File: src/hw/rtl/twed_pkg.sv
`default_nettype none

package twed_pkg;

  localparam int unsigned TIME_BITS_DEF = 32;
  localparam int unsigned LOCK_W        = 8;
  localparam logic [LOCK_W-1:0] LOCK_RESET = 8'd5;

  localparam int unsigned TOTAL_W = 32;
  localparam int unsigned COUNT_W = 16;
  localparam int unsigned DUTY_W  = 16;
  localparam int unsigned DIST_W  = 32;

  localparam logic signed [7:0] PCT_MAX   = 8'sd100;
  localparam logic signed [7:0] PCT_MIN   = -8'sd100;
  localparam logic [DUTY_W-1:0] DUTY_STEP = 16'd655;

  // mm = floor(total * 129591 / 25000) = 5*total + floor(floor(total*4591/8) / 3125)
  localparam int unsigned FRAC_W   = 45;
  localparam logic [12:0] FRAC_MUL = 13'd4591;
  localparam int unsigned DIG_W    = 14;
  localparam int unsigned REM_W    = 12;
  localparam int unsigned WIN_W    = REM_W + DIG_W;
  localparam logic [REM_W-1:0] DIV_D = 12'd3125;
  localparam int unsigned RECIP_SH = 38;
  localparam logic [26:0] RECIP_M  = 27'd87960931;
  localparam int unsigned PROD_W   = WIN_W + 27;

  // stage 0 is the state itself, stage PIPE_DEPTH-1 is the output register
  localparam int unsigned PIPE_DEPTH = 8;

  typedef enum logic [1:0] {
    ReqTick  = 2'd0,
    ReqEnc   = 2'd1,
    ReqDrive = 2'd2,
    ReqFold  = 2'd3
  } req_e;

  typedef enum logic [1:0] {
    DirStop = 2'd0,
    DirFwd  = 2'd1,
    DirRev  = 2'd3
  } dir_e;

  typedef struct packed {
    logic              in1_a;
    logic              in2_a;
    logic [DUTY_W-1:0] duty_a;
    logic              in1_b;
    logic              in2_b;
    logic [DUTY_W-1:0] duty_b;
    logic [COUNT_W-1:0] count_a;
    logic [COUNT_W-1:0] count_b;
    logic              edge_accepted;
    logic              drive_rejected;
  } side_t;

  // floor(w / 3125) for w < 3125 * 2^14
  function automatic logic [DIG_W-1:0] div_d(input logic [WIN_W-1:0] w);
    logic [PROD_W-1:0] p;
    p = PROD_W'(w) * PROD_W'(RECIP_M);
    return p[RECIP_SH+DIG_W-1:RECIP_SH];
  endfunction

endpackage

`default_nettype wire

File: src/hw/rtl/twed_dist.sv
`default_nettype none

module twed_dist (
  input  logic                                  clk_i,
  input  logic [twed_pkg::PIPE_DEPTH-1:1]       en_i,
  input  logic [twed_pkg::TOTAL_W-1:0]          total_i,
  output logic [twed_pkg::DIST_W-1:0]           dist_o
);
  import twed_pkg::*;

  localparam int unsigned ZW = FRAC_W - 3;

  logic [FRAC_W-1:0]  y1_q;
  logic [DIST_W-1:0]  base1_q, base2_q, base3_q, base4_q, base5_q, base6_q;
  logic [ZW-1:0]      z;
  logic [DIG_W-1:0]   w0_q;
  logic [DIG_W-1:0]   q0_2_q, q0_3_q, q0_4_q, q0_5_q, q0_6_q;
  logic [2*DIG_W-1:0] zlo2_q, zlo3_q;
  logic [DIG_W-1:0]   zlo4_q, zlo5_q;
  logic [REM_W-1:0]   r0_q, r1_q;
  logic [WIN_W-1:0]   w1, w1_q, w2;
  logic [DIG_W-1:0]   q1_4_q, q1_5_q, q1_6_q, q2_q;
  logic [3*DIG_W-1:0] quo;
  logic [DIST_W-1:0]  dist_q;

  assign z   = y1_q[FRAC_W-1:3];
  assign w1  = {r0_q, zlo3_q[2*DIG_W-1:DIG_W]};
  assign w2  = {r1_q, zlo5_q};
  assign quo = {q0_6_q, q1_6_q, q2_q};

  always_ff @(posedge clk_i) begin
    if (en_i[1]) begin
      y1_q    <= FRAC_W'(total_i) * FRAC_W'(FRAC_MUL);
      base1_q <= (total_i << 2) + total_i;
    end
    if (en_i[2]) begin
      w0_q    <= z[ZW-1:2*DIG_W];
      q0_2_q  <= div_d(WIN_W'(z[ZW-1:2*DIG_W]));
      zlo2_q  <= z[2*DIG_W-1:0];
      base2_q <= base1_q;
    end
    if (en_i[3]) begin
      r0_q    <= REM_W'(WIN_W'(w0_q) - WIN_W'(q0_2_q) * WIN_W'(DIV_D));
      q0_3_q  <= q0_2_q;
      zlo3_q  <= zlo2_q;
      base3_q <= base2_q;
    end
    if (en_i[4]) begin
      w1_q    <= w1;
      q1_4_q  <= div_d(w1);
      q0_4_q  <= q0_3_q;
      zlo4_q  <= zlo3_q[DIG_W-1:0];
      base4_q <= base3_q;
    end
    if (en_i[5]) begin
      r1_q    <= REM_W'(w1_q - WIN_W'(q1_4_q) * WIN_W'(DIV_D));
      q1_5_q  <= q1_4_q;
      q0_5_q  <= q0_4_q;
      zlo5_q  <= zlo4_q;
      base5_q <= base4_q;
    end
    if (en_i[6]) begin
      q2_q    <= div_d(w2);
      q1_6_q  <= q1_5_q;
      q0_6_q  <= q0_5_q;
      base6_q <= base5_q;
    end
    if (en_i[7]) begin
      dist_q  <= base6_q + quo[DIST_W-1:0];
    end
  end

  assign dist_o = dist_q;

endmodule

`default_nettype wire

File: config.mk
export PLATFORM = sky130hd
export DESIGN_NAME = twed_dist
export DESIGN_NICKNAME = d
export VERILOG_FILES = /design/src/hw/rtl/twed_pkg.sv /design/src/hw/rtl/twed_dist.sv
export SDC_FILE = /design/constraint.sdc
export NUM_CORES = 2
export LEC_CHECK = 0
export BUFFER_PORTS_ARGS = -buffer_cell sky130_fd_sc_hd__buf_2
export CORE_MARGIN = 8
export CORE_UTILIZATION = 30
export DETAILED_ROUTE_END_ITERATION = 10
export GPL_ROUTABILITY_DRIVEN = 1
export PLACE_DENSITY = 0.49
export SETUP_SLACK_MARGIN = 0.02
export SLEW_MARGIN = 15
export SYNTH_ARGS = -nofsm -noshare
export SYNTH_HDL_FRONTEND = slang
export SYNTH_SLANG_ARGS = --single-unit
File: constraint.sdc
create_clock -name clk_i -period 9.6 [get_ports clk_i]
set_clock_uncertainty 0.1 [all_clocks]
set_input_delay 0.96 -clock clk_i [delete_from_list [all_inputs] [get_ports clk_i]]
set_output_delay 0.96 -clock clk_i [all_outputs]
set_load 0.03 [all_outputs]
==> results.md <==
* Predominant post-synthesis flop cell: edfxtp_1
* First-pass GRT wire length at 203 mm
* Remaining antenna violation count at 0
* Post-CTS setup buffers at 0
* Core Area at about 0.18 mm2
* Critical path class: reg -> reg
* Critical Path End Type: flop
* Cts hold-fix bufs at 0
* Fmax at 131 MHz
* Clk slew on worst S/H paths at around 0.080 ns
* Critical path data arrival time at 7.90 ns
* Most common cell after layout, fill and taps aside: inv_1
* Largest stage delay on the critical path at 0.61 ns
* Starting DRT DRC Count at 1231
* Largest area contributor in the synthesized netlist: fa_1
* CTS resizes at 0
* Number of synthesized flops with an enable pin at 469
* Gr usage total at 13.1%
* Clock root buffer: clkbuf_16
* Avg Inst Size Synth at 11.8 um2
* Crit-path max FO at 7
* Syn nets at 6538
* Final hold slack at 0.296 ns
* Clk sinks at approximately 470
* Drt wl/cell at 17.8 um
* #FFs+latches synth at 469
* Cell family with most CP delay: adder cells
* Slowest stage cell, crit path: fa_1
* Worst-Skew Late Latency at 0.64 ns
* Met2 WL post-DR at 62.1 mm
* Worst Setup Start Kind: flop
* CTS Buf Count at 51
* Async SR Flop Fraction at 0%
* HPWL after DPL at 112 mm
* Met3 WL at 3.32 mm
* Post-synth cell types at 66
* Vias/cell at approximately 4.4
* CTS tree: done
* Least-Margin Pin Slew at about 0.93 ns
* Initial Util at 30.1%
* Largest net degree at the start of global routing at 64
* Clk buf depth at 3
* CP required at 9.89 ns
* Synthesized cell area at 0.0551 mm2
* Max Used Layer: met4
* Area Overhead vs Synth at 9.36%
* CP Buf/Inv Count at 6
* GPL Wtd Cong at 0.872
* Die area at 0.197 mm2
* Initial antenna violation count at 1
* Max-Cap Viols at 0
* Total iterations of the first detailed-routing run at 5
* Fin crit share at 79.3%
* DIE WIDTH at 444 um
* GR Overflow Total at 0
* Slew Viols, Final at 0
* Post-Route M1 WL at around 60 mm
* YS warnings at 0
* Setup_tns at 0 ns
* Cell count after synthesis at approximately 4.7k
* RSZ-0062 raised after global routing: no
* Status: completed
* Via count at between 30k and 40k
* Rel. slew slack at 38.2%
* # port buffers at 71
* Setup violations, final at 0
* Final hold violations at 0
* Share of layout cells above drive strength 1 at 3.92%
* Min cycle time layout at 7.61 ns
* Type of the worst min-delay path: reg -> reg
* Die height at 444 um
* Layout Nets at 6663
* Critical-path cell list: fa_1 -> inv_1 -> fa_1 -> inv_1 -> fa_1 -> inv_1 -> fa_1 -> inv_1 -> fa_1 -> fa_1 -> inv_1 -> fa_1 -> inv_1 -> ha_1 -> nand3_1 -> nor2_1 -> nor3b_1 -> a311o_1 -> a31oi_2 -> o31ai_1 -> a21oi_1 -> o21bai_1 -> xor2_1
* Most used cell, CP: fa_1
* Final WL at 128 mm
* Synth top area share at 31.8%
* Top-level I/O count at 72
* H-tree Lvls at 2
* Main area contributors after synthesis: fa_1, edfxtp_1, ha_1, inv_1, xnor2_1
* Most frequent cells in the layout: inv_1, ha_1, fa_1
* Seq/Total Area, Yosys at 25.6%
* Row count at 157
* Vias in the first global route at roughly 35k
* Residual DRC count at 0
[Yosys cell counts (21+ instances only)]
| master | n |
|---|---|
| nand2b_1 | 21 |
| o21a_1 | 26 |
| edfxtp_1 | 469 |
| o21bai_1 | 26 |
| nor2_1 | 78 |
| xnor2_1 | 124 |
| xor2_1 | 51 |
| a21oi_1 | 171 |
| o21ai_0 | 73 |
| inv_1 | 1373 |
| nand2_1 | 66 |
| nand4_1 | 25 |
| fa_1 | 874 |
| ha_1 | 963 |
| a211oi_1 | 22 |
| a21o_1 | 87 |
| nand3_1 | 30 |
[logic make-up (layout without fill, tap and decap cells)]
logic type	count (synthesis)	after routing	share of synthesized area (%)
mux	3	3	0.0568
compound gates	496	496	5.81
flops	469	469	25.6
buf+inv	1378	1544	9.39
other cells	0	1	0
xor+xnor	175	175	2.78
fa+ha+maj	1837	1837	53.7
simple gates	303	303	2.71
[worst paths after layout]
check             startpoint         to  slack, ns  depth (start not counted)
setup / recovery   zlo5_q[5]    q2_q[9]       1.99                         23
hold / removal     zlo4_q[1]  zlo5_q[1]       0.30                          0
setup reg to reg   zlo5_q[5]    q2_q[9]       1.99                         23
hold reg to reg    zlo4_q[1]  zlo5_q[1]       0.30                          0
[layer usage]
metal / up-vias / GRT usage, %
li1: 15167 / -
met1: 15659 / 17.5
met2: 403 / 22.8
met3: 157 / 1.25
met4: 0 / 3.71
met5: - / 0
[worst register-to-register path, stage by stage (launching register included)]
cell and delay (ns):
edfxtp_1 0.60, fa_1 0.61, inv_1 0.10, fa_1 0.49, inv_1 0.07, fa_1 0.54, inv_1 0.05, fa_1 0.49
inv_1 0.05, fa_1 0.51, fa_1 0.50, inv_1 0.05, fa_1 0.48, inv_1 0.04, ha_1 0.32, nand3_1 0.11
nor2_1 0.45, nor3b_1 0.53, a311o_1 0.32, a31oi_2 0.17, o31ai_1 0.37, a21oi_1 0.16, o21bai_1 0.17, xor2_1 0.09
[flip-flops by register name (all words and copies together), names as in the netlist, 28 cells and up]
signal and count:
dist_o 32, base4_q 32, base6_q 32, y1_q 43, base2_q 32, base5_q 32
base1_q 31, zlo2_q 28, zlo3_q 28, base3_q 32
[through the flow]
step | utilization [%] | cells | area, um2 | setup WS [ns]
4_1_cts | 33.0 | 7212 | 60200 | 2.01
2_1_floorplan | - | 4661 | 55100 | 2.99
3_5_place_dp | 32.0 | 7118 | 58400 | 2.06
5_1_grt | 33.0 | 7212 | 60200 | 1.60
3_3_place_gp | 32.0 | 7118 | 58400 | 2.02
6_report | 33.0 | 7213 | 60200 | 1.99
[area by class of cell]
type | instances | area [um2]
tap | 2385 | 2980
fill | 18526 | 122000
multi-input combinational | 2814 | 35800
clock inverter | 40 | 482
clock buffer | 54 | 1290
inverter | 1373 | 5150
sequential | 469 | 14100
timing repair buffer | 77 | 415
antenna | 1 | 2.50
Power is not shown: default switching activity piles up to over one toggle a cycle in this logic, so the estimate is an artifact.
