<file path="src/hw/rtl/twed_pkg.sv">
`default_nettype none

package twed_pkg;

  localparam int unsigned TIME_BITS_DEF = 32;
  localparam int unsigned LOCK_W        = 8;
  localparam logic [LOCK_W-1:0] LOCK_RESET = 8'd5;

  localparam int unsigned TOTAL_W = 32;
  localparam int unsigned COUNT_W = 16;
  localparam int unsigned DUTY_W  = 16;
  localparam int unsigned DIST_W  = 32;

  localparam logic signed [7:0] PCT_MAX   = 8'sd100;
  localparam logic signed [7:0] PCT_MIN   = -8'sd100;
  localparam logic [DUTY_W-1:0] DUTY_STEP = 16'd655;

  // mm = floor(total * 129591 / 25000) = 5*total + floor(floor(total*4591/8) / 3125)
  localparam int unsigned FRAC_W   = 45;
  localparam logic [12:0] FRAC_MUL = 13'd4591;
  localparam int unsigned DIG_W    = 14;
  localparam int unsigned REM_W    = 12;
  localparam int unsigned WIN_W    = REM_W + DIG_W;
  localparam logic [REM_W-1:0] DIV_D = 12'd3125;
  localparam int unsigned RECIP_SH = 38;
  localparam logic [26:0] RECIP_M  = 27'd87960931;
  localparam int unsigned PROD_W   = WIN_W + 27;

  // stage 0 is the state itself, stage PIPE_DEPTH-1 is the output register
  localparam int unsigned PIPE_DEPTH = 8;

  typedef enum logic [1:0] {
    ReqTick  = 2'd0,
    ReqEnc   = 2'd1,
    ReqDrive = 2'd2,
    ReqFold  = 2'd3
  } req_e;

  typedef enum logic [1:0] {
    DirStop = 2'd0,
    DirFwd  = 2'd1,
    DirRev  = 2'd3
  } dir_e;

  typedef struct packed {
    logic              in1_a;
    logic              in2_a;
    logic [DUTY_W-1:0] duty_a;
    logic              in1_b;
    logic              in2_b;
    logic [DUTY_W-1:0] duty_b;
    logic [COUNT_W-1:0] count_a;
    logic [COUNT_W-1:0] count_b;
    logic              edge_accepted;
    logic              drive_rejected;
  } side_t;

  // floor(w / 3125) for w < 3125 * 2^14
  function automatic logic [DIG_W-1:0] div_d(input logic [WIN_W-1:0] w);
    logic [PROD_W-1:0] p;
    p = PROD_W'(w) * PROD_W'(RECIP_M);
    return p[RECIP_SH+DIG_W-1:RECIP_SH];
  endfunction

endpackage

`default_nettype wire

</file>
<file path="src/hw/rtl/twed_core.sv">
`default_nettype none

module twed_core #(
  parameter int unsigned TimeBits = twed_pkg::TIME_BITS_DEF
) (
  input  logic                          clk_i,
  input  logic                          rst_ni,
  input  logic                          cfg_we_i,
  input  logic [twed_pkg::LOCK_W-1:0]   cfg_wdata_i,
  input  logic                          ld_i,
  input  logic [1:0]                    req_type_i,
  input  logic                          wheel_i,
  input  logic                          edge_level_i,
  input  logic signed [7:0]             drive_a_i,
  input  logic signed [7:0]             drive_b_i,
  output twed_pkg::side_t               side_o,
  output logic [twed_pkg::TOTAL_W-1:0]  total_a_o,
  output logic [twed_pkg::TOTAL_W-1:0]  total_b_o
);
  import twed_pkg::*;

  logic [LOCK_W-1:0]   lock_q;
  logic [TimeBits-1:0] time_q, time_d;
  logic [TimeBits-1:0] last_q [2];
  logic [TimeBits-1:0] last_d [2];
  logic                prev_q [2];
  logic                prev_d [2];
  logic [COUNT_W-1:0]  pend_q [2];
  logic [COUNT_W-1:0]  pend_d [2];
  logic [TOTAL_W-1:0]  total_q [2];
  logic [TOTAL_W-1:0]  total_d [2];
  dir_e                dir_q [2];
  dir_e                dir_d [2];
  logic [DUTY_W-1:0]   pow_q [2];
  logic [DUTY_W-1:0]   pow_d [2];
  logic                acc_q, acc_d;
  logic                rej_q, rej_d;

  logic [TimeBits-1:0] due;
  logic                ok_a, ok_b;
  logic [7:0]          mag_a, mag_b;
  dir_e                cmd_dir_a, cmd_dir_b;
  logic [DUTY_W-1:0]   cmd_pow_a, cmd_pow_b;

  function automatic dir_e cmd_dir(input logic signed [7:0] pct);
    dir_e d;
    if (pct == 8'sd0) begin
      d = DirStop;
    end else if (pct[7]) begin
      d = DirRev;
    end else begin
      d = DirFwd;
    end
    return d;
  endfunction

  always_comb begin
    ok_a      = (drive_a_i >= PCT_MIN) && (drive_a_i <= PCT_MAX);
    ok_b      = (drive_b_i >= PCT_MIN) && (drive_b_i <= PCT_MAX);
    mag_a     = drive_a_i[7] ? 8'(-drive_a_i) : 8'(drive_a_i);
    mag_b     = drive_b_i[7] ? 8'(-drive_b_i) : 8'(drive_b_i);
    cmd_pow_a = DUTY_W'(mag_a[6:0]) * DUTY_STEP;
    cmd_pow_b = DUTY_W'(mag_b[6:0]) * DUTY_STEP;
    cmd_dir_a = cmd_dir(drive_a_i);
    cmd_dir_b = cmd_dir(drive_b_i);
    due       = last_q[wheel_i] + TimeBits'(lock_q);
  end

  always_comb begin
    time_d  = time_q;
    last_d  = last_q;
    prev_d  = prev_q;
    pend_d  = pend_q;
    total_d = total_q;
    dir_d   = dir_q;
    pow_d   = pow_q;
    acc_d   = 1'b0;
    rej_d   = 1'b0;
    unique case (req_e'(req_type_i))
      ReqTick: begin
        time_d = time_q + TimeBits'(1);
      end
      ReqEnc: begin
        if ((edge_level_i != prev_q[wheel_i]) && (time_q >= due)) begin
          prev_d[wheel_i] = edge_level_i;
          pend_d[wheel_i] = pend_q[wheel_i] + COUNT_W'(1);
          last_d[wheel_i] = time_q;
          acc_d           = 1'b1;
        end
      end
      ReqDrive: begin
        if (ok_a) begin
          dir_d[0] = cmd_dir_a;
          pow_d[0] = cmd_pow_a;
        end
        if (ok_a && ok_b) begin
          dir_d[1] = cmd_dir_b;
          pow_d[1] = cmd_pow_b;
        end
        rej_d = !(ok_a && ok_b);
      end
      ReqFold: begin
        for (int i = 0; i < 2; i++) begin
          total_d[i] = total_q[i] + TOTAL_W'(pend_q[i]);
          pend_d[i]  = '0;
        end
      end
    endcase
  end

  always_ff @(posedge clk_i or negedge rst_ni) begin
    if (!rst_ni) begin
      lock_q <= LOCK_RESET;
    end else if (cfg_we_i) begin
      lock_q <= cfg_wdata_i;
    end
  end

  always_ff @(posedge clk_i or negedge rst_ni) begin
    if (!rst_ni) begin
      time_q <= '0;
      acc_q  <= 1'b0;
      rej_q  <= 1'b0;
      for (int i = 0; i < 2; i++) begin
        last_q[i]  <= '0;
        prev_q[i]  <= 1'b0;
        pend_q[i]  <= '0;
        total_q[i] <= '0;
        dir_q[i]   <= DirStop;
        pow_q[i]   <= '0;
      end
    end else if (ld_i) begin
      time_q  <= time_d;
      acc_q   <= acc_d;
      rej_q   <= rej_d;
      last_q  <= last_d;
      prev_q  <= prev_d;
      pend_q  <= pend_d;
      total_q <= total_d;
      dir_q   <= dir_d;
      pow_q   <= pow_d;
    end
  end

  // bridge pins follow the stored motor state
  always_comb begin
    side_o = '0;
    if ((dir_q[0] != DirStop) && (pow_q[0] != '0)) begin
      side_o.in1_a  = (dir_q[0] != DirFwd);
      side_o.in2_a  = (dir_q[0] == DirFwd);
      side_o.duty_a = pow_q[0];
    end
    if ((dir_q[1] != DirStop) && (pow_q[1] != '0)) begin
      side_o.in1_b  = (dir_q[1] != DirFwd);
      side_o.in2_b  = (dir_q[1] == DirFwd);
      side_o.duty_b = pow_q[1];
    end
    side_o.count_a        = total_q[0][COUNT_W-1:0];
    side_o.count_b        = total_q[1][COUNT_W-1:0];
    side_o.edge_accepted  = acc_q;
    side_o.drive_rejected = rej_q;
  end

  assign total_a_o = total_q[0];
  assign total_b_o = total_q[1];

endmodule

`default_nettype wire

</file>
<file path="config.mk">
export PLATFORM = sky130hd
export DESIGN_NAME = twed_core
export DESIGN_NICKNAME = d
export VERILOG_FILES = /design/src/hw/rtl/twed_pkg.sv /design/src/hw/rtl/twed_core.sv
export SDC_FILE = /design/constraint.sdc
export NUM_CORES = 1
export LEC_CHECK = 0
export BUFFER_PORTS_ARGS = -buffer_cell sky130_fd_sc_hd__buf_2
export CORE_MARGIN = 2
export CORE_UTILIZATION = 55
export DETAILED_ROUTE_END_ITERATION = 8
export PLACE_DENSITY = 0.9
export SETUP_SLACK_MARGIN = 0.2
export SLEW_MARGIN = 40
export SYNTH_ARGS = -nofsm -noshare
export SYNTH_HDL_FRONTEND = slang
export SYNTH_SLANG_ARGS = --single-unit
</file>
<file path="constraint.sdc">
create_clock -name clk_i -period 4 [get_ports clk_i]
set_input_delay 0.2 -clock clk_i [delete_from_list [all_inputs] [get_ports clk_i]]
set_output_delay 0.2 -clock clk_i [all_outputs]
set_load 0.05 [all_outputs]
</file>
==> results.sh, run 1 <==
export IMPL_dieArea_um2=32400
export IMPL_crit_cells=23
export IMPL_pwr_share_comb_pct=56.2
export IMPL_initial_core_util_pct=55.8
export IMPL_insertion_delay_ns=0.55
export IMPL_dp_hpwl_um=31800
export IMPL_clockPowerShare_pct=19.1
export IMPL_antenna_found_initial=0
export IMPL_vdd_drop_max_mv=0.473
export IMPL_die_h_um=180
export IMPL_ioPinCount=166
export IMPL_port_buffer_count=165
export IMPL_worstPathRequired_ns=4.48
export IMPL_synth_top_area_share_pct=35.0
export IMPL_cts_sinks=240
export IMPL_reg2reg_depth=23
export IMPL_synth_most_common_cell="dfrtp_1"
export IMPL_syn_area_per_cell_um2=9.99
export IMPL_wl_per_cell_um=21.2
export IMPL_synth_seq_cells=240
export IMPL_first_pass_iters=7
export IMPL_syn2layout_area_growth_pct=28.8
export IMPL_drt_initial_drc_count=1231
export IMPL_via_per_inst=6.25
export IMPL_postSynthCellCount=1705
export IMPL_failed_checks="setup timing"
export IMPL_max_freq_ghz=0.213
export IMPL_rows=64
export IMPL_synthesis_nets=1930
export IMPL_min_path_type="in -> reg"
export IMPL_grt_pass1_vias=15600
export IMPL_cts_root_buf="clkbuf_16"
export IMPL_power_density_nw_per_um2=599
export IMPL_crit_slowest_cell="nor4bb_2"
export IMPL_hold_violations=0
export IMPL_worst_slack_ns=-0.696
export IMPL_status="complete, but fails checks"
export IMPL_grt_pass1_wl_um=77600
export IMPL_yosys_warnings=0
export IMPL_drc_errors=0
export IMPL_num_vias=15300
export IMPL_worstSetupPathType="reg -> reg"
export IMPL_p_sw_share_pct=43.9
export IMPL_pwr_share_seq_pct=24.7
export IMPL_grt_total_usage_pct=28.8
export IMPL_final_min_clock_period_ns=4.70
export IMPL_nets=2259
export IMPL_crit_buf_inv=6
export IMPL_coreArea_um2=30500
export IMPL_worstPathCellList="mux2_2, ha_4, buf_4, a211oi_4, o21ai_2, a31oi_4, buf_6, buf_4, buf_4, nor2_1, xnor2_1, nand2_1, o21ai_0, ha_1, nand4_1, nor3_1, nor4bb_2, a211o_4, buf_6, a21oi_4, buf_6, or3_1, o21ai_1"
export IMPL_fin_worst_skew_ns=0.0126
export IMPL_critPathTopFamily="simple AND/OR/NAND/NOR gates"
export IMPL_synth_edf_count=0
export IMPL_placed_area_um2=19800
export IMPL_timing_hold_ws_ns=0.0149
export IMPL_overflow=0
export IMPL_leakage_nw=10.8
export IMPL_wirelength_um=51700
export IMPL_setup_violations=103
export IMPL_maxSlewViolCount=0
export IMPL_ant_nets=0
export IMPL_final_area_um2=21900
export IMPL_rsz0062_at_grt="true"
export IMPL_htreeDepth=1
export IMPL_die_w_um=180
export IMPL_max_cap_violations=0
export IMPL_clock_path_buffers=3
export IMPL_synthFlopType="dfrtp_1"
export IMPL_antenna_cells=0
export IMPL_critPathLaunchType="flip-flop"
export IMPL_synth_area_um2=17000
export IMPL_internal_power_mw=7.38
export IMPL_cts_buffers=26
export IMPL_cp_end_kind="flip-flop"
export IMPL_worstPathArrival_ns=5.17
export IMPL_layout_drive_gt1_share_pct=33.8
export IMPL_cts_tree="yes"
export IMPL_synth_area_leaders="dfrtp_1, ha_1, xnor2_1, nand2_1, mux2_2"
export IMPL_max_slew_margin_pct=46.0
export IMPL_grt_start_max_net_pins=67
export IMPL_place_gp_congestion=0.897
export IMPL_critPathMaxFanout=5
export IMPL_yosysSeqAreaShare_pct=35.3
export IMPL_path_clk_slew_ns=0.06
export IMPL_p_sw_mw=5.78
export IMPL_synthArstFlopShare_pct=100
export IMPL_synth_distinct_cells=89
export IMPL_finalCritPeriodShare_pct=117
export IMPL_timing_critical_path_slowest_cell_delay_ns=0.46
export IMPL_tightest_slew_ns=0.788
export IMPL_min_path_cells=3
export IMPL_yosysTopAreaCell="dfrtp_1"
export IMPL_synth_common_cells="dfrtp_1, ha_1, nand2_1"
==> worst paths after layout <==
check / to / slack, ns / startpoint
hold reg to reg: total_b_o[31]$_DFFE_PN0P_ / 0.47 / total_b_o[31]$_DFFE_PN0P_
setup / recovery: pend_q[6]$_DFFE_PN0P_ / -0.70 / last_q[0]$_DFFE_PN0P_
max in group asynchronous: total_b_o[6]$_DFFE_PN0P_ / 2.98 / rst_ni
hold / removal: dir_q[2]$_DFFE_PN0P_ / 0.01 / drive_a_i[6]
min in group asynchronous: total_a_o[14]$_DFFE_PN0P_ / 0.19 / rst_ni
setup reg to reg: pend_q[6]$_DFFE_PN0P_ / -0.70 / last_q[0]$_DFFE_PN0P_
==> placed cells by master, fill, tap and decap left out, drive strengths merged, types with 55 or more instances in the layout <==
cell / count
mux2: 96
buf: 373
dfrtp: 238
xor2: 61
a21oi: 55
inv: 82
o21ai: 104
ha: 172
nor2: 66
nand2: 157
xnor2: 101
==> area by class of cell <==
type | instances | area (µm²)
Clock buffer | 32 | 704
Clock inverter | 11 | 160
Fill cell | 1824 | 8560
Inverter | 83 | 357
Multi-Input combinational cell | 1299 | 11400
Sequential cell | 240 | 6010
Tap cell | 396 | 495
Timing Repair Buffer | 384 | 2850
==> timing repair <==
item                                    CTS  global route
gates resized for setup                 111            76
pin swaps                                66            45
endpoints found under the setup margin  113           114
hold endpoints to repair                 63             0
hold buffers                             10             0
gates cloned                              5             1
setup buffers                            27            11
==> metal layers <==
metal  track usage, %  wire (µm)  share of wire, %  up-vias
met5                0          0                 0        -
met1             34.2      19400                37     7427
li1                 -          -                 -     6704
met3             4.38       3470               6.7      302
met4             14.0       2970               5.7        0
met2             51.1      25900                50      849
==> worst reg2reg max path: stages, from the launching register on <==
cell	delay [ns]
dfrtp_1	0.39
mux2_2	0.30
ha_4	0.17
buf_4	0.15
a211oi_4	0.28
o21ai_2	0.12
a31oi_4	0.27
buf_6	0.15
buf_4	0.09
buf_4	0.10
nor2_1	0.06
xnor2_1	0.13
nand2_1	0.06
o21ai_0	0.09
ha_1	0.36
nand4_1	0.13
nor3_1	0.27
nor4bb_2	0.47
a211o_4	0.22
buf_6	0.18
a21oi_4	0.08
buf_6	0.14
or3_1	0.35
o21ai_1	0.08
==> power by group through the flow <==
| stage | clock network, mW | registers (mW) | logic, mW |
|---|---|---|---|
| final | 2.51 | 3.25 | 7.39 |
| after global routing | 2.63 | 3.29 | 7.82 |
| after CTS | 2.51 | 3.22 | 6.58 |
| after detailed placement | 0 | 3.25 | 6.12 |
| after global placement | 0 | 3.22 | 5.90 |
| after floorplan | 0 | 3.46 | 4.20 |
==> logic make-up after synthesis <==
family	count (synthesis)	share of synthesized area, %
muxes	124	7.99
xor gates and xnor gates	162	8.33
buffers and inverters	167	4.99
and+or+nand+nor	493	15.3
DFF	240	35.3
adders and majority gates	193	15.1
AOI/OAI and AO/OA	326	13.0
==> registers in the layout (all words and copies together), names as in the netlist <==
signal	cells
total_a_o	32
pend_q	32
rej_q	1
pow_q	32
lock_q	8
last_q	64
prev_q	2
total_b_o	32
dir_q	4
acc_q	1
time_q	32
==> per-stage QoR <==
| step | setup slack [ns] | power, mW | TNS, ns | std cells | util (%) |
|---|---|---|---|---|---|
| 2_1_floorplan | -0.765 | 7.66 | -65.37 | 1705 | - |
| 3_3_place_gp | -0.576 | 9.12 | -50.73 | 2347 | 64.7 |
| 3_5_place_dp | -0.722 | 9.37 | -66.17 | 2348 | 64.8 |
| 4_1_cts | -0.357 | 12.3 | -29.12 | 2433 | 70.4 |
| 5_1_grt | -0.737 | 13.7 | -67.55 | 2445 | 71.9 |
| 6_report | -0.696 | 13.2 | -62.38 | 2445 | 71.9 |
Note: power is estimated with default switching activity, not from simulation.
==> run 2, diff against run 1 <==
--- a/config.mk
+++ b/config.mk
@@ -7,9 +7,9 @@
 export LEC_CHECK = 0
 export BUFFER_PORTS_ARGS = -buffer_cell sky130_fd_sc_hd__buf_2
 export CORE_MARGIN = 2
-export CORE_UTILIZATION = 55
+export CORE_UTILIZATION = 50
 export DETAILED_ROUTE_END_ITERATION = 8
-export PLACE_DENSITY = 0.9
+export PLACE_DENSITY_LB_ADDON = 0.08
 export SETUP_SLACK_MARGIN = 0.2
 export SLEW_MARGIN = 40
 export SYNTH_ARGS = -nofsm -noshare
==> run 2 against run 1 <==
Effect of this change: the flow still finishes with violations (setup timing); non-clock buffer count is 5 higher; die area is 9.8% higher; first-iteration DRC count is 58% lower; count of clock-buffer cells in the layout is 9 higher; design area is 0.79% higher; critical path depth is 4 lower; clock skew is 0.0035 ns higher; fmax is 5.0% higher; critical path type unchanged.
==> results.sh, run 2 (synthesis results as in run 1) <==
export IMPL_status="complete, but fails checks"
export IMPL_cts_sinks=240
export IMPL_worstPathRequired_ns=4.44
export IMPL_final_min_clock_period_ns=4.47
export IMPL_reg2reg_slack_ns=-0.47
export IMPL_power_density_nw_per_um2=578
export IMPL_grt_start_max_net_pins=75
export IMPL_regMostFlops="last_q"
export IMPL_timing_hold_ws_ns=0.0379
export IMPL_min_to="lock_q[3]$_DFFE_PN0P_"
export IMPL_die_w_um=189
export IMPL_finalCritPeriodShare_pct=112
export IMPL_reg2reg_depth=19
export IMPL_rows=67
export IMPL_antenna_cells=0
export IMPL_grt_total_usage_pct=23.6
export IMPL_r2r_start="lock_q[0]$_DFFE_PN1P_"
export IMPL_port_buffer_count=165
export IMPL_vdd_drop_max_mv=0.558
export IMPL_path_clk_slew_ns=0.06
export IMPL_cp_end_kind="flip-flop"
export IMPL_min_path_cells=2
export IMPL_max_slew_margin_pct=44.0
export IMPL_via_per_inst=5.46
export IMPL_seq_area_um2=6010
export IMPL_dp_slack_ns=-0.670
export IMPL_hp_start="cfg_we_i"
export IMPL_fin_worst_skew_ns=0.0160
export IMPL_hold_violations=0
export IMPL_nets=2267
export IMPL_num_vias=13700
export IMPL_dieArea_um2=35600
export IMPL_overflow=0
export IMPL_antenna_found_initial=0
export IMPL_largest_register_ffs=64
export IMPL_wirelength_um=42200
export IMPL_coreArea_um2=33500
export IMPL_critPathLaunchType="flip-flop"
export IMPL_first_pass_iters=4
export IMPL_insertion_delay_ns=0.56
export IMPL_htreeDepth=1
export IMPL_die_h_um=189
export IMPL_ant_nets=0
export IMPL_dp_hpwl_um=30200
export IMPL_r2r_end="last_q[52]$_DFFE_PN0P_"
export IMPL_tns_ns=-37.01
export IMPL_worstPathArrival_ns=4.91
export IMPL_setup_violations=99
export IMPL_nFillCells=2677
export IMPL_maxSlewViolCount=0
export IMPL_drt_initial_drc_count=520
export IMPL_layout_drive_gt1_share_pct=32.3
export IMPL_cts_buffers=28
export IMPL_syn2layout_area_growth_pct=29.8
export IMPL_drc_errors=0
export IMPL_worst_slack_ns=-0.472
export IMPL_max_cap_violations=0
export IMPL_min_path_type="in -> reg"
export IMPL_cts_tree="yes"
export IMPL_ioPinCount=166
export IMPL_fin_util_pct=66.0
export IMPL_max_freq_ghz=0.224
export IMPL_leakage_nw=10.9
export IMPL_cts_root_buf="clkbuf_16"
export IMPL_grt_pass1_wl_um=69300
export IMPL_multi_input_area_um2=11200
export IMPL_tightest_slew_ns=0.838
export IMPL_critPathMaxFanout=6
export IMPL_final_cell_mix="dfrtp_1, buf_4, buf_2, ha_1, nand2_1"
export IMPL_worstSetupPathType="reg -> reg"
export IMPL_rsz0062_at_grt="true"
export IMPL_grt_pass1_vias=13800
export IMPL_clock_path_buffers=3
export IMPL_initial_core_util_pct=50.8
export IMPL_layout_commonest_cell="dfrtp_1"
export IMPL_wl_per_cell_um=16.8
export IMPL_failed_checks="setup timing"
export IMPL_place_gp_congestion=0.824
[run 2: cell count changes in the layout (fill, tap and decap cells not counted), sizes merged]
cell | previous run | this run
dlygate4sd3 | 10 | 16
buf | 373 | 371
clkinv | 6 | 3
inv | 82 | 84
o211ai | 4 | 5
clkinvlp | 2 | 1
clkbuf | 33 | 43
[run 2: layout make-up]
type / count / share of cell area [%]
Inverter: 83 / 1.57
Tap cell: 448 / 2.53
Multi-Input combinational cell: 1300 / 50.8
Clock buffer: 41 / 3.80
Clock inverter: 9 / 0.701
Timing Repair Buffer: 389 / 13.4
Sequential cell: 240 / 27.2
[run 2: report_power, final]
group / switching, mW / leakage (nW) / internal (mW)
Clock: 1.05 / 0.487 / 1.71
Sequential: 0.412 / 3.19 / 2.81
Combinational: 3.86 / 7.22 / 2.95
[run 2: per-stage QoR]
| step | std cells | cell area [µm²] | power, mW |
|---|---|---|---|
| 2_1_floorplan | 1705 | 17700 | 7.66 |
| 3_3_place_gp | 2394 | 19700 | 9.18 |
| 3_5_place_dp | 2395 | 19800 | 9.26 |
| 4_1_cts | 2498 | 21700 | 12.4 |
| 5_1_grt | 2510 | 22100 | 13.6 |
| 6_report | 2510 | 22100 | 12.8 |
[run 2: how the worst max path moves through the flow]
| stage | startpoint | end | slack, ns | cells past startpoint |
|---|---|---|---|---|
| floorplan | wheel_i | last_q[44]$_DFFE_PN0P_ | -0.77 | 23 |
| global placement | drive_b_i[1] | pow_q[15]$_DFFE_PN0P_ | -0.63 | 19 |
| detailed placement | drive_b_i[1] | pow_q[15]$_DFFE_PN0P_ | -0.67 | 19 |
| CTS | last_q[1]$_DFFE_PN0P_ | last_q[56]$_DFFE_PN0P_ | -0.40 | 22 |
| global route | lock_q[0]$_DFFE_PN1P_ | last_q[52]$_DFFE_PN0P_ | -0.69 | 19 |
| finish | lock_q[0]$_DFFE_PN1P_ | last_q[52]$_DFFE_PN0P_ | -0.47 | 19 |
[run 2: routing by layer]
| layer | track usage [%] | wire, µm |
|---|---|---|
| met5 | 0 | 0 |
| met4 | 5.71 | 1100 |
| met3 | 2.87 | 1420 |
| met2 | 40.9 | 20500 |
| met1 | 31.5 | 19200 |
[run 2: critical path, stage by stage (launching register included)]
cell and delay [ns]:
dfstp_2 0.59, ha_4 0.16, inv_1 0.05, fa_2 0.37, nor2b_4 0.14, o2111ai_2 0.12
and3_4 0.19, nor3_4 0.23, and3b_2 0.26, nand3b_1 0.09, xnor2_1 0.14, ha_1 0.31
nand4_1 0.13, a2111o_1 0.47, buf_6 0.16, nor4_4 0.19, a21oi_4 0.14, buf_6 0.16
clkbuf_16 0.16, mux2_4 0.29
[run 2: repair_timing]
action	CTS	global route
pin swaps	53	32
hold buffers	16	0
endpoints found under the hold margin	234	0
cloned	6	3
gates resized for setup	97	60
endpoints found under the setup margin	112	114
buffers inserted	31	9
